**config.mk**
```make
export PLATFORM = sky130hd
export DESIGN_NAME = mgf_ram
export DESIGN_NICKNAME = d
export VERILOG_FILES = /design/src/rtl/core/mgf_ram.sv
export SDC_FILE = /design/constraint.sdc
export NUM_CORES = 1
export LEC_CHECK = 0
export BUFFER_PORTS_ARGS = -buffer_cell sky130_fd_sc_hd__buf_4
export CAP_MARGIN = 40
export CORE_AREA = 2 2 95 97
export DETAILED_ROUTE_END_ITERATION = 16
export DIE_AREA = 0 0 97 99
export PLACE_DENSITY = 0.78
export SLEW_MARGIN = 20
export SYNTH_ARGS = -nofsm -noshare
export SYNTH_HDL_FRONTEND = slang
export SYNTH_SLANG_ARGS = --single-unit
```
**constraint.sdc**
```tcl
create_clock -name clk -period 4.5 [get_ports clk]
set_input_delay 0.675 -clock clk [delete_from_list [all_inputs] [get_ports clk]]
set_output_delay 0.675 -clock clk [all_outputs]
set_load 0.01 [all_outputs]
```
**src/rtl/core/mgf_ram.sv**
```systemverilog
// Generic single write, single read RAM with registered read data.
`default_nettype none
module mgf_ram #(
  parameter int WIDTH = 8,
  parameter int DEPTH = 16
) (
  input  wire logic                     clk,
  input  wire logic                     we,
  input  wire logic [$clog2(DEPTH)-1:0] waddr,
  input  wire logic [WIDTH-1:0]         wdata,
  input  wire logic [$clog2(DEPTH)-1:0] raddr,
  output logic      [WIDTH-1:0]         rdata
);

  logic [WIDTH-1:0] mem [DEPTH];

  always_ff @(posedge clk) begin
    if (we) begin
      mem[waddr] <= wdata;
    end
    rdata <= mem[raddr];
  end

endmodule
`default_nettype wire

```
==> results.ini <==
[min_path]
holdPathStages = 1
hold_path.class = input port to flip-flop

[timing]
skew_ns = 0.00792
rsz0062_at_grt = false
max_freq_ghz = 0.512
tns_ns = 0
worstMarginPinSlew_ns = 0.835
setup_viol = 0
fin_crit_sh_pct = 43.4
finalHoldViolCount = 0
relSlewSlack_pct = 44.1
drv_slew = 0
post-route-min-period_ns = 1.95

[setup_path]
path_buf_inv = 2
criticalPathCategory = input port to flip-flop
crit_chain = buf_4 -> or3b_2 -> nor3_1 -> buf_2
slowest_stage = nor3_1
critPathMaxFanout = 5
cp_data_required_time_ns = 4.71
path_depth = 4
reg2regPathDepth = 3
critPathTopFamily = simple AND/OR/NAND/NOR gates
end_kind = flip-flop
start_kind = input port
cp.arrival_ns = 2.16
crit_path_max_incr_delay_ns = 0.57

[detailed_routing]
vias_per_cell = 6.16
drtPass1Iterations = 4
ant_nets = 0
wl_per_cell_um = 23.5
vias = 2420
drtIter0Drc = 224
drc_errors = 0
drt-total-wl_um = 9220

[final_layout]
fin_util_pct = 70.3
multiInputGateArea_um2 = 1070
drive_gt1_share_pct = 30.2
n_antenna_cell = 0
areaGrowthSynthToFinish_pct = 16.8
seq_area_um2 = 4000
nets = 290
n_fill_cell = 484

[synth]
ys_async_sr_fraction_pct = 0
yosys_register_bits = 136
syn_nets = 247
ys_top_cells_by_count = 128 x edfxtp_1, 18 x mux4_2, 16 x a22oi_1
syn_inst = 229
synthTopCellsByArea = edfxtp_1 75%, mux4_2 7.9%, mux4_1 7.1%
yosysMostFrequentCell = edfxtp_1
syn_avg_cell_area_um2 = 22.5
yosys_warnings = 0
synth_edf_count = 128
synth.distinct_cells = 19
seq_area_frac_synth_pct = 77.8
synth_area_leader_cell = edfxtp_1
synth_area_um2 = 5150
synth_top_area_share_pct = 74.7
ys.flop_type = edfxtp_1

[die]
rows = 34
die_h_um = 99
start_util_pct = 60.2
die_width_um = 97
core_area_um2 = 8550
design.portCount = 26
die-area_um2 = 9600

[power]
p_per_area_nw_per_um2 = 469
p_int_mw = 2.25
peakVddDrop_v = 0.000270
p_sw_mw = 0.571
leakage_nw = 2.03
p_comb_share_pct = 4.8
seqPwrFrac_pct = 50.5
pwr-share-clk_pct = 44.7
swShare_pct = 20.3

[clock_tree]
root_buffer = clkbuf_8
post-cts-setup-buffers = 0
cts_htree_levels = 4
clk_path_buf_depth = 2
cts_resized = 0
clkSinkCount = 136
numCtsBuffers = 17
clkTransAtPathRegs_ns = 0.06
clk-insertion-delay-late_ns = 0.50
cts_tree = built
hold_buffers = 0

[global_route]
grt_pass1_vias = 2463
gr-total-overflow = 0
grt_max_degree = 33
antenna_found_initial = 0
gr-usage-all-layers_pct = 20.9
grt_pass1_wl_um = 14200

[placed_design]
dp_hpwl_um = 5460
gp_congestion = 0.745
port_buffers = 25

[run]
cap_viol_max_count = 0

[status]
status = complete, no violations

==> layout by cell type, fill, tap and decap left out, types with 4 or more instances in the layout <==
cell / n
edfxtp_1: 128
buf_4: 32
mux4_2: 18
a22oi_1: 16
clkbuf_16: 16
mux4_1: 14
nor2_1: 13
nand2_1: 9
dfxtp_1: 8
clkinvlp_4: 5
clkbuf_8: 4
clkinv_2: 4
==> layer usage <==
| metal | GRT usage [%] | vias up | routed length, um |
|---|---|---|---|
| li1 | - | 1062 | - |
| met1 | 28.6 | 1248 | 4020 |
| met2 | 34.0 | 104 | 4650 |
| met3 | 5.53 | 6 | 510 |
| met4 | 5.85 | 0 | 38 |
| met5 | 0 | - | 0 |
==> flip-flops by register name (all words and copies together) (netlist names) <==
| name | flops |
|---|---|
| rdata | 8 |
| mem | 128 |
==> area by class of cell <==
type	instances	area share, %
Clock buffer	20	7.58
Clock inverter	12	1.66
Multi-Input combinational cell	83	17.8
Sequential cell	136	66.6
Tap cell	108	2.25
Timing Repair Buffer	34	4.16
==> power groups by stage <==
stage                     logic, mW  registers (mW)  clock network, mW
after floorplan              0.0719            1.45                  0
after global placement        0.130            1.45                  0
after detailed placement      0.135            1.45                  0
after CTS                     0.136            1.42               1.27
after global routing          0.147            1.43               1.32
final                         0.136            1.42               1.26
==> through the flow <==
stage / area (um^2) / power (mW) / hold slack [ns] / instances / worst slack, ns
final: 6010 / 2.82 / 0.485 / 393 / 2.55
after global routing: 6010 / 2.90 / 0.480 / 393 / 2.53
after CTS: 6010 / 2.83 / 0.469 / 393 / 2.58
after detailed placement: 5460 / 1.58 / 0.664 / 361 / 2.13
after global placement: 5400 / 1.58 / 0.646 / 353 / 2.07
after floorplan: 5150 / 1.52 / 0.629 / 229 / 2.33
==> cells by family after synthesis <==
kind of cell / count (synthesis) / synth area share [%]
compound gates: 16 / 2.33
simple gates: 35 / 3.18
flops: 136 / 77.8
buf+inv: 10 / 1.68
mux: 32 / 15.0
==> final timing paths <==
path | start | endpoint | slack, ns
worst max-delay path | waddr[2] | mem[0][2] | 2.55
worst min-delay path | wdata[6] | mem[0][6] | 0.48
worst max register to register | mem[0][7] | rdata[7] | 3.06
worst min register to register | mem[14][4] | rdata[4] | 0.67
Power figures use the tool's default switching activity.
