===== config.mk =====
export PLATFORM = sky130hd
export DESIGN_NAME = mgf_queue
export DESIGN_NICKNAME = d
export VERILOG_FILES = /design/src/rtl/core/mgf_pkg.sv /design/src/rtl/core/mgf_queue.sv
export SDC_FILE = /design/constraint.sdc
export NUM_CORES = 1
export LEC_CHECK = 0
export ABC_AREA = 1
export CORE_MARGIN = 2
export CORE_UTILIZATION = 40
export DETAILED_ROUTE_END_ITERATION = 7
export DONT_BUFFER_PORTS = 1
export HOLD_SLACK_MARGIN = 0.02
export PLACE_DENSITY_LB_ADDON = 0.3
export SYNTH_ARGS = -nofsm -noshare
export SYNTH_HDL_FRONTEND = slang
export SYNTH_SLANG_ARGS = --single-unit

===== constraint.sdc =====
create_clock -name clk -period 2.5 [get_ports clk]
set_clock_uncertainty 0.1 [all_clocks]
set_input_delay 0.25 -clock clk [delete_from_list [all_inputs] [get_ports clk]]
set_output_delay 0.25 -clock clk [all_outputs]
set_load 0.1 [all_outputs]

===== src/rtl/core/mgf_pkg.sv =====
// Shared types, constants and helpers of the missing time gap filler.
`default_nettype none
package mgf_pkg;

  localparam int MAX_SCANS   = 64;
  localparam int IDX_W       = $clog2(MAX_SCANS);
  localparam int CNT_W       = IDX_W + 1;
  localparam int TIME_W      = 48;
  localparam int FLAG_W      = 16;
  localparam int FILL_BIT    = 1;
  localparam int QUEUE_DEPTH = 2;
  localparam int PROD_W      = 56;
  localparam int DIGIT_W     = 8;
  localparam int DIV_STEPS   = PROD_W / DIGIT_W;
  localparam int SUM_W       = PROD_W + 2;

  localparam logic signed [TIME_W-1:0] MISS_A = -48'sd1047527424;
  localparam logic signed [TIME_W-1:0] MISS_B = -48'sd34358689792;

  typedef struct packed {
    logic signed [TIME_W-1:0] scan_time;
    logic [FLAG_W-1:0]        quality_flags;
    logic                     last_scan;
  } in_t;

  typedef struct packed {
    logic signed [TIME_W-1:0] filled_time;
    logic [FLAG_W-1:0]        flags_out;
    logic                     fill_failed;
    logic                     last_result;
  } out_t;

  typedef struct packed {
    logic                     miss;
    logic [FLAG_W-1:0]        flags;
    logic signed [TIME_W-1:0] t;
  } entry_t;

  localparam int ENTRY_W = $bits(entry_t);

  typedef struct packed {
    logic [CNT_W-1:0] n;
    logic [IDX_W-1:0] first;
    logic [IDX_W-1:0] second;
    logic [IDX_W-1:0] last_v;
    logic [IDX_W-1:0] prevlast;
    logic             failed;
  } job_t;

  function automatic logic is_missing(input logic signed [TIME_W-1:0] t);
    return (t == MISS_A) || (t == MISS_B);
  endfunction

endpackage
`default_nettype wire


===== src/rtl/core/mgf_queue.sv =====
// Short queue of closed set descriptors between front and back.
`default_nettype none
module mgf_queue (
  input  wire logic          clk,
  input  wire logic          rst,
  input  wire logic          push,
  input  wire mgf_pkg::job_t din,
  input  wire logic          pop,
  output mgf_pkg::job_t      dout,
  output logic               not_empty
);
  import mgf_pkg::*;

  localparam int PTR_W = $clog2(QUEUE_DEPTH);

  job_t             slots [QUEUE_DEPTH];
  logic [PTR_W-1:0] wptr, rptr;
  logic [PTR_W:0]   fill;

  assign not_empty = (fill != '0);
  assign dout      = slots[rptr];

  always_ff @(posedge clk) begin
    if (rst) begin
      wptr <= '0;
      rptr <= '0;
      fill <= '0;
    end else begin
      if (push) begin
        wptr <= (wptr == PTR_W'(QUEUE_DEPTH - 1)) ? '0 : wptr + PTR_W'(1);
      end
      if (pop && not_empty) begin
        rptr <= (rptr == PTR_W'(QUEUE_DEPTH - 1)) ? '0 : rptr + PTR_W'(1);
      end
      fill <= fill + (PTR_W+1)'(push) - (PTR_W+1)'(pop && not_empty);
    end
  end

  always_ff @(posedge clk) begin
    if (push) begin
      slots[wptr] <= din;
    end
  end

endmodule
`default_nettype wire


==> results.json <==
{
  "arrival_ns": 1.70,
  "die_h_um": 86.2,
  "synth_top_area_frac": 0.710,
  "fin_crit_sh": 0.822,
  "floorplan.initialDensity": 0.419,
  "maxCapViolations": 0,
  "die_w_um": 86.2,
  "portBuffers": 0,
  "cts_tree": "yes",
  "irDropWorstVdd_mv": 0.665,
  "avgSynthCellArea_um2": 19.9,
  "synth.area.top_cells": "edfxtp_1, mux2_4, dfxtp_1",
  "finalSetupViolCount": 0,
  "drt-initial-drc-count": 66,
  "status": "finished, final reports clean",
  "instances_no_fill": 264,
  "synth-seq-cells": 69,
  "cts_resized": 0,
  "path_max_fanout": 15,
  "max_slew_margin": 0.656,
  "detail_route.vias_per_cell": 4.75,
  "insertion_delay_ns": 0.32,
  "finalSetupTns_ns": 0,
  "hp-class": "primary input to flop",
  "grt_max_degree": 33,
  "clock_sinks": 69,
  "clockRootBuffer": "clkbuf_8",
  "drive_gt1_frac": 0.278,
  "rr_worst_depth": 9,
  "worstSetupPathType": "flop to primary output",
  "die_area_mm2": 0.00744,
  "cp.required_ns": 2.15,
  "hold_violations": 0,
  "rsz0062_at_grt": "no",
  "grt_use_total": 0.122,
  "place.gp.congestion": 0.644,
  "dp_hpwl_um": 2900,
  "yosysSeqAreaShare": 0.747,
  "vias": 1253,
  "yosysWarnings": 0,
  "synth.distinct_cells": 13,
  "crit_path_start_kind": "flop",
  "htree_levels": 3,
  "wl_per_cell_um": 16.3,
  "tightest_slew_ns": 0.518,
  "rows": 29,
  "synthToLayoutAreaGrowth_pct": 23.3,
  "cts-buffers-inserted": 9,
  "grt_overflow": 0,
  "finalMaxSlewViolations": 0,
  "synth_fp_nets": 174,
  "holdPathStages": 3,
  "synth_cells": 136,
  "postCtsSetupBuffers": 0,
  "remaining_drc_errors": 0,
  "clkTransAtPathRegs_ns": 0.06,
  "finalNetCount": 220,
  "fin_crit_ns": 2.05,
  "grt_pass1_wl_um": 6600,
  "yosysTopAreaCell": "edfxtp_1",
  "num_antenna_cells": 0,
  "syn_area_mm2": 0.00271,
  "max_freq_mhz": 487,
  "antenna_found_initial": 0,
  "ant_nets": 0,
  "grt_pass1_vias": 1426,
  "cts_buffer_depth": 2,
  "p_leak_nw": 1.24,
  "finalWirelength_um": 4300,
  "drt_pass1_iterations": 4,
  "placed_cells": 214,
  "io-pin-count": 69,
  "powerDensity_mw_per_mm2": 1130,
  "critPathCaptureType": "primary output",
  "design.core.area_mm2": 0.00646
}
## path summary, 6_finish.rpt
check                           slack (ns)                from            endpoint
worst max-delay path                  0.45                flop            dout[12]
worst min-delay path                  0.05                 pop                flop
worst max register to register        0.98  fill[0]$_SDFF_PP0_  fill[1]$_SDFF_PP0_
worst min register to register        0.44   rptr$_SDFFE_PP0P_   rptr$_SDFFE_PP0P_
## cell usage after synthesis
library cell / number
buf_12: 3
nand3_1: 2
edfxtp_1: 64
nor3_1: 1
mux2_2: 2
a21oi_1: 1
nand2_1: 6
inv_1: 10
dfxtp_1: 5
ha_1: 2
mux2_4: 30
nor2_1: 9
buf_6: 1
## logic make-up (layout without fill, tap and decap cells)
| kind of cell | after synthesis | after routing | synth area share |
|---|---|---|---|
| AND/OR/NAND/NOR | 18 | 18 | 0.0264 |
| flip-flops | 69 | 69 | 0.747 |
| AO/OA/AOI/OAI | 1 | 1 | 0.00185 |
| multiplexers | 32 | 32 | 0.175 |
| adder cells (fa/ha/maj) | 2 | 2 | 0.00925 |
| buffers and inverters | 14 | 65 | 0.0402 |
## layout make-up
| class | instances | area [um2] |
|---|---|---|
| clock buffers | 10 | 128 |
| repair buffers | 39 | 390 |
| clock inverters | 6 | 77.6 |
| inverters | 10 | 37.5 |
| well taps | 77 | 96.3 |
| fillers | 538 | 3120 |
| multi-input cells | 53 | 582 |
| flip-flops and latches | 69 | 2020 |
## through the flow
| stage | hold WS, ns | utilization | total power [mW] | worst slack [ns] | area, um2 |
|---|---|---|---|---|---|
| CTS | 0.0344 | 0.516 | 3.81 | 0.387 | 3330 |
| floorplan | 0.221 | - | 2.77 | 0.302 | 2710 |
| global placement | 0.223 | 0.432 | 2.80 | 0.778 | 2790 |
| finish | 0.0499 | 0.516 | 3.76 | 0.445 | 3330 |
| global route | 0.0787 | 0.516 | 3.90 | 0.362 | 3330 |
| detailed placement | 0.225 | 0.432 | 2.83 | 0.751 | 2790 |
## power breakdown
| part | switching (mW) | internal [mW] |
|---|---|---|
| registers | 0.0623 | 1.35 |
| clock network | 0.373 | 0.552 |
| logic | 1.10 | 0.330 |
## critical path, cell delays in order (launching register included)
cell,delay (ns)
dfxtp_2,0.64
buf_4,0.28
mux2_4,0.45
## flip-flops by register name, indices dropped and copies added (netlist names), named ones only
| name | count |
|---|---|
| slots | 64 |
| fill | 2 |
| rptr | 1 |
| wptr | 1 |
## per-layer routing
| metal | track usage | wire length [um] | vias up |
|---|---|---|---|
| li1 | - | - | 595 |
| met1 | 0.120 | 1600 | 611 |
| met2 | 0.225 | 2380 | 39 |
| met3 | 0.0305 | 218 | 8 |
| met4 | 0.0810 | 103 | 0 |
| met5 | 0 | 0 | - |
## cells in the final DEF (no fill, tap or decap)
cell type       n
a21oi_1         1
clkbuf_1        1
nand2_1         6
edfxtp_1       64
ha_1            2
bufinv_16       2
nor2_1          8
mux2_2          2
nor3_1          1
dlygate4sd3_1  34
buf_4           4
clkinv_2        2
clkbuf_8        9
dfxtp_2         1
mux2_4         30
nor2_4          1
dfxtp_1         4
nand3_1         2
buf_12          1
clkinv_1        2
inv_1          10
## timing repair
item	in CTS	in global routing
hold endpoints to repair	69	0
hold buffers	34	0
endpoints found under the setup margin	0	0
Note: power is estimated with default switching activity, not from simulation.
