[src/rtl/core/mgf_pkg.sv]
// Shared types, constants and helpers of the missing time gap filler.
`default_nettype none
package mgf_pkg;

  localparam int MAX_SCANS   = 64;
  localparam int IDX_W       = $clog2(MAX_SCANS);
  localparam int CNT_W       = IDX_W + 1;
  localparam int TIME_W      = 48;
  localparam int FLAG_W      = 16;
  localparam int FILL_BIT    = 1;
  localparam int QUEUE_DEPTH = 2;
  localparam int PROD_W      = 56;
  localparam int DIGIT_W     = 8;
  localparam int DIV_STEPS   = PROD_W / DIGIT_W;
  localparam int SUM_W       = PROD_W + 2;

  localparam logic signed [TIME_W-1:0] MISS_A = -48'sd1047527424;
  localparam logic signed [TIME_W-1:0] MISS_B = -48'sd34358689792;

  typedef struct packed {
    logic signed [TIME_W-1:0] scan_time;
    logic [FLAG_W-1:0]        quality_flags;
    logic                     last_scan;
  } in_t;

  typedef struct packed {
    logic signed [TIME_W-1:0] filled_time;
    logic [FLAG_W-1:0]        flags_out;
    logic                     fill_failed;
    logic                     last_result;
  } out_t;

  typedef struct packed {
    logic                     miss;
    logic [FLAG_W-1:0]        flags;
    logic signed [TIME_W-1:0] t;
  } entry_t;

  localparam int ENTRY_W = $bits(entry_t);

  typedef struct packed {
    logic [CNT_W-1:0] n;
    logic [IDX_W-1:0] first;
    logic [IDX_W-1:0] second;
    logic [IDX_W-1:0] last_v;
    logic [IDX_W-1:0] prevlast;
    logic             failed;
  } job_t;

  function automatic logic is_missing(input logic signed [TIME_W-1:0] t);
    return (t == MISS_A) || (t == MISS_B);
  endfunction

endpackage
`default_nettype wire

[src/rtl/core/mgf_front.sv]
// Front end: load scans, mark missing times, track valid anchors, close sets.
`default_nettype none
module mgf_front (
  input  wire logic                   clk,
  input  wire logic                   rst,
  input  wire logic                   start,
  input  wire mgf_pkg::in_t           item,
  input  wire logic                   set_done,
  output logic                        busy,
  output logic                        wr_en,
  output logic [mgf_pkg::IDX_W-1:0]   wr_addr,
  output mgf_pkg::entry_t             wr_data,
  output logic                        push,
  output mgf_pkg::job_t               job
);
  import mgf_pkg::*;

  logic [CNT_W-1:0] count;
  logic [1:0]       nv;
  logic [IDX_W-1:0] first, second, last_v, prevlast;
  logic             anymiss;
  logic             held;

  logic [1:0]       nv_next;
  logic [IDX_W-1:0] first_next, second_next, last_next, prevlast_next;
  logic             anymiss_next;
  logic             accept, miss, closing;
  logic [IDX_W-1:0] idx;

  assign accept  = start && !held;
  assign miss    = is_missing(item.scan_time);
  assign idx     = count[IDX_W-1:0];
  assign closing = accept && (item.last_scan || count == CNT_W'(MAX_SCANS - 1));

  always_comb begin
    first_next    = (!miss && nv == 2'd0) ? idx : first;
    second_next   = (!miss && nv == 2'd1) ? idx : second;
    prevlast_next = !miss ? last_v : prevlast;
    last_next     = !miss ? idx : last_v;
    nv_next       = (!miss && nv != 2'd2) ? nv + 2'd1 : nv;
    anymiss_next  = anymiss || miss;
  end

  assign busy    = held;
  assign wr_en   = accept;
  assign wr_addr = idx;
  assign wr_data = '{miss: miss, flags: item.quality_flags, t: item.scan_time};
  assign push    = closing;

  always_comb begin
    job.n        = count + CNT_W'(1);
    job.first    = first_next;
    job.second   = second_next;
    job.last_v   = last_next;
    job.prevlast = prevlast_next;
    job.failed   = anymiss_next && (nv_next < 2'd2);
  end

  always_ff @(posedge clk) begin
    if (rst) begin
      count   <= '0;
      nv      <= '0;
      anymiss <= 1'b0;
      held    <= 1'b0;
    end else begin
      if (set_done) begin
        held <= 1'b0;
      end
      if (accept) begin
        if (closing) begin
          count   <= '0;
          nv      <= '0;
          anymiss <= 1'b0;
          held    <= 1'b1;
        end else begin
          count   <= count + CNT_W'(1);
          nv      <= nv_next;
          anymiss <= anymiss_next;
        end
      end
    end
  end

  always_ff @(posedge clk) begin
    if (accept) begin
      first    <= first_next;
      second   <= second_next;
      last_v   <= last_next;
      prevlast <= prevlast_next;
    end
  end

endmodule
`default_nettype wire

[config.mk]
export PLATFORM = sky130hd
export DESIGN_NAME = mgf_front
export DESIGN_NICKNAME = d
export VERILOG_FILES = /design/src/rtl/core/mgf_pkg.sv /design/src/rtl/core/mgf_front.sv
export SDC_FILE = /design/constraint.sdc
export NUM_CORES = 1
export LEC_CHECK = 0
export ABC_AREA = 0
export BUFFER_PORTS_ARGS = -buffer_cell sky130_fd_sc_hd__buf_4
export CAP_MARGIN = 10
export CORE_MARGIN = 10
export CORE_UTILIZATION = 37
export DETAILED_ROUTE_END_ITERATION = 10
export PLACE_DENSITY_LB_ADDON = 0.2
export REMOVE_ABC_BUFFERS = 1
export SLEW_MARGIN = 15
export SYNTH_ARGS = -nofsm -noshare
export SYNTH_HDL_FRONTEND = slang
export SYNTH_SLANG_ARGS = --single-unit
[constraint.sdc]
create_clock -name clk -period 2.4 [get_ports clk]
set_clock_uncertainty 0.2 [all_clocks]
set_input_delay 0.48 -clock clk [delete_from_list [all_inputs] [get_ports clk]]
set_output_delay 0.48 -clock clk [all_outputs]
set_load 0.1 [all_outputs]
==> results by stage <==
Timing:
- The worst path uses 123% of the clock period.
- The count of final max-slew check failures is 0.
- The transition time of the tightest slew-check pin is 0.305 ns.
- The final number of hold-violating endpoints came to 0.
- Setup violations remaining at the end of the flow were counted as 26.
- After layout, the minimum clock period comes to 2.96 ns.
- Setup repair after global routing could not meet its margin everywhere.
- After layout, the worst setup slack is -0.558 ns.
- The tightest slew margin relative to the limit is 79.8%.
- Derived from the worst setup path, the maximum achievable clock frequency is 338 MHz.

Place:
- The placed instances occupy a cell area of 0.00327 mm2.
- The number of I/O port buffers is 142.
- The pre-CTS worst setup slack is -0.852 ns.
- The placer congestion estimate is 0.979.
- The detailed placer's ending HPWL is 8730 um.

Clock tree:
- The clock input transition at the sequential cells of the worst setup and hold paths is 0.07 ns.
- The clock tree buffer depth is 2.
- The number of clock buffers added by TritonCTS is 5.
- The hold buffer count at cts is 0.
- TritonCTS built the clock tree.
- The root buffer cell chosen for the clock tree is clkbuf_8.
- The clock sink total is 35.
- The clock latency on the worst-skew pair is 0.28 ns.
- The H-tree level count is 2.

Synthesis:
- The number of flops mapped to enable cells by yosys is 24.
- The number of synthesized register bits is 35.
- The share of synthesized flip-flops with an asynchronous set or reset is 0%.
- In this run, distinct cell masters in the synthesized netlist total 38.
- The flip-flop cell with the highest count after synthesis is edfxtp_1.
- The mean post-synth cell area is 10.8 um2.
- The share of synthesized area occupied by flip-flops and latches is 39.3%.
- The number of warnings reported in the yosys synthesis log is 0.
- After synthesis the cells add up to 0.00239 mm2.
- Synthesis produced a netlist whose cell count is 221.

Global routing:
- The first-pass GRT wire length is 14600 um.
- The number of global-route vias before repair came to 2108.
- Entering global routing, the biggest net connects 19 pins.
- The initial antenna violation count came to 0.
- The total overflow reported by the global router is 0.
- For this run, the total global-route usage over all layers was measured as 19.7%.

Floorplanning:
- The initial utilization of the core area, before any placement, comes to 37.9%.
- 175 I/O pins were placed.
- The die area is 0.0101 mm2.
- In this run the vertical extent of the chip is 100 um.
- The die is 100 um wide.
- The initialized floorplan defines 29 standard-cell rows.
- The core outline area is 0.00631 mm2.

Layout:
- Relative to the synthesized area, the layout overhead comes to 60.3%.
- The library cells used most frequently in the layout, excluding fill and tap cells, are 152 x buf_4, 24 x edfxtp_1, 18 x buf_12, 15 x mux2_4, 13 x buf_6.
- The share of cells above drive strength 1 is 68.1%.
- After filler insertion, the fill cell instance count of the layout stands at 540.
- After the last flow step, the layout net total stands at 411.
- For this run, the share of the core covered by cells in the final layout is 60.8%.
- The count of antenna diodes in the layout is 0.
- The commonest non-fill, non-tap cell in the layout is buf_4.
- After routing the design area is 0.00384 mm2.

Route:
- The count of unresolved DRC violations after routing is 0.
- The number of nets with antenna violations after detailed routing is 0.
- For this run, the detailed router's first-pass iteration total came to 4.
- The final routed wirelength across all metal layers is 10100 um.
- The number of vias per cell after detailed routing is 4.66.
- After detailed routing, the average wire length per cell comes to 24.3 um.
- The overall via count from detail_route is 1938.
- After the first detailed-routing iteration, the DRC count stood at 49.

Pwr:
- The analysis attributes to cell leakage a power of 1.78 nW.
- IR analysis of the VDD net gives a maximum drop of 0.350 mV.
- The total power density per cell area is 560 mW/mm2.

Worst setup path:
- The worst setup path is captured at an output port.
- At the worst endpoint, the required time is 1.72 ns.
- The critical path start-end classification is in2out.
- The largest driver fanout on the critical path is 5.
- The end of the worst register-to-register path is second[1]$_DFFE_PP_.
- The critical path arrival is 2.28 ns.
- The startpoint identified for the worst register-to-register timing path is nv[1]$_SDFFE_PP0P_.
- Measured in cells, the most critical reg-to-reg path has a length of 6.
- The worst setup path is launched from a primary input.
- Across all register-to-register paths, the minimum setup slack is 0.59 ns.

Min path:
- Counting instances, the worst hold path has a depth of 2.
- The end point of the worst hold path is busy$_SDFF_PP0_.
- The worst min-delay path startpoint is rst.
- In this run the worst hold path is classified as in2reg.

Run status:
- The run finished, with violations left.
- The final reports fail on setup timing.

Job:
- Max-cap violations in this run came to 0.
-- worst max path at each step --
stage,startpoint,endpoint,slack (ns),cells after the start
finish,item[47],job[15],-0.56,9
floorplan,item[47],last_v[0]$_DFFE_PP_,-2.87,4
global route,item[25],job[15],-0.64,9
detailed placement,item[20],job[18],-0.85,9
global placement,item[20],job[15],-0.77,9
CTS,item[39],job[22],-0.57,9
-- registers in the layout (all words and copies together), names as in the netlist --
| name | flops |
|---|---|
| anymiss | 1 |
| busy | 1 |
| count | 7 |
| first | 6 |
| last_v | 6 |
| nv | 2 |
| prevlast | 6 |
| second | 6 |
-- area by class of cell --
| class | count | area [um2] | area share (%) |
|---|---|---|---|
| clock inverters | 2 | 8.76 | 0.228 |
| inverters | 6 | 22.5 | 0.587 |
| multi-input cells | 100 | 945 | 24.6 |
| well taps | 77 | 96.3 | 2.51 |
| repair buffers | 190 | 1750 | 45.7 |
| flip-flops and latches | 35 | 941 | 24.5 |
| clock buffers | 6 | 72.6 | 1.89 |
-- report_power, final --
group | total (mW) | leakage [nW] | switching (mW) | internal, mW
registers | 0.698 | 0.329 | 0.0135 | 0.685
logic | 1.04 | 1.41 | 0.725 | 0.316
clock network | 0.409 | 0.0426 | 0.209 | 0.199
-- synth_stat cells, types with 2 or more instances --
library cell  count  area [um2]
and3_1            2        12.5
buf_6             3        33.8
buf_4            72         541
nand2_1           7        26.3
nand3_1           4        20.0
and4_1            2        17.5
a21oi_1           7        35.0
nand4_1           3        18.8
dfxtp_1          11         220
xnor2_1           3        26.3
nor3_1            4        20.0
nor4b_1           2        17.5
o21ai_0           5        25.0
mux2_4           12         180
ha_1              4        50.1
edfxtp_1         24         721
clkbuf_1          4        15.0
a22oi_1           3        22.5
xor2_1            2        17.5
inv_1             6        22.5
nor2_1            6        22.5
or4_1             2        15.0
mux2_2           11         124
and4b_1           2        20.0
nand2b_1          4        25.0
nor4_1            4        25.0
-- critical path: stages --
cell and delay (ns):
buf_4 0.13, nor4_4 0.26, nand2_1 0.13, a2111oi_4 0.34, buf_4 0.18, nand2b_4 0.13
buf_6 0.12, mux2_4 0.32, buf_12 0.17
-- routing by layer --
layer | up-vias | routed length (um) | global-route usage (%)
met4 | 2 | 174 | 5.76
met1 | 905 | 3390 | 19.0
met2 | 71 | 4710 | 30.2
met3 | 14 | 1740 | 16.9
li1 | 946 | - | -
met5 | - | 95 | 6.67
-- metrics by stage --
stage / TNS [ns] / cells / total power [mW] / hold WS, ns
final: -13.35 / 416 / 2.15 / 0.230
after global routing: -15.68 / 416 / 2.22 / 0.226
after floorplan: -110.42 / 141 / 1.05 / 0.242
after global placement: -25.35 / 401 / 1.64 / 0.262
after detailed placement: -28.71 / 401 / 1.65 / 0.266
after CTS: -13.83 / 415 / 2.16 / 0.222
-- kinds of logic after synthesis --
family	Yosys count	synth area share [%]
AOI/OAI and AO/OA	22	6.64
xor gates and xnor gates	5	1.83
adders and majority gates	4	2.09
buffers and inverters	86	25.7
DFF	35	39.3
muxes	23	12.7
and+or+nand+nor	46	11.8
-- what timing repair did --
action	CTS	global route
gates resized for setup	85	14
gates cloned	0	0
setup endpoints to repair	50	30
pin swaps	6	5
buffers inserted	6	1
No activity file was read; power rests on OpenSTA's default activity.
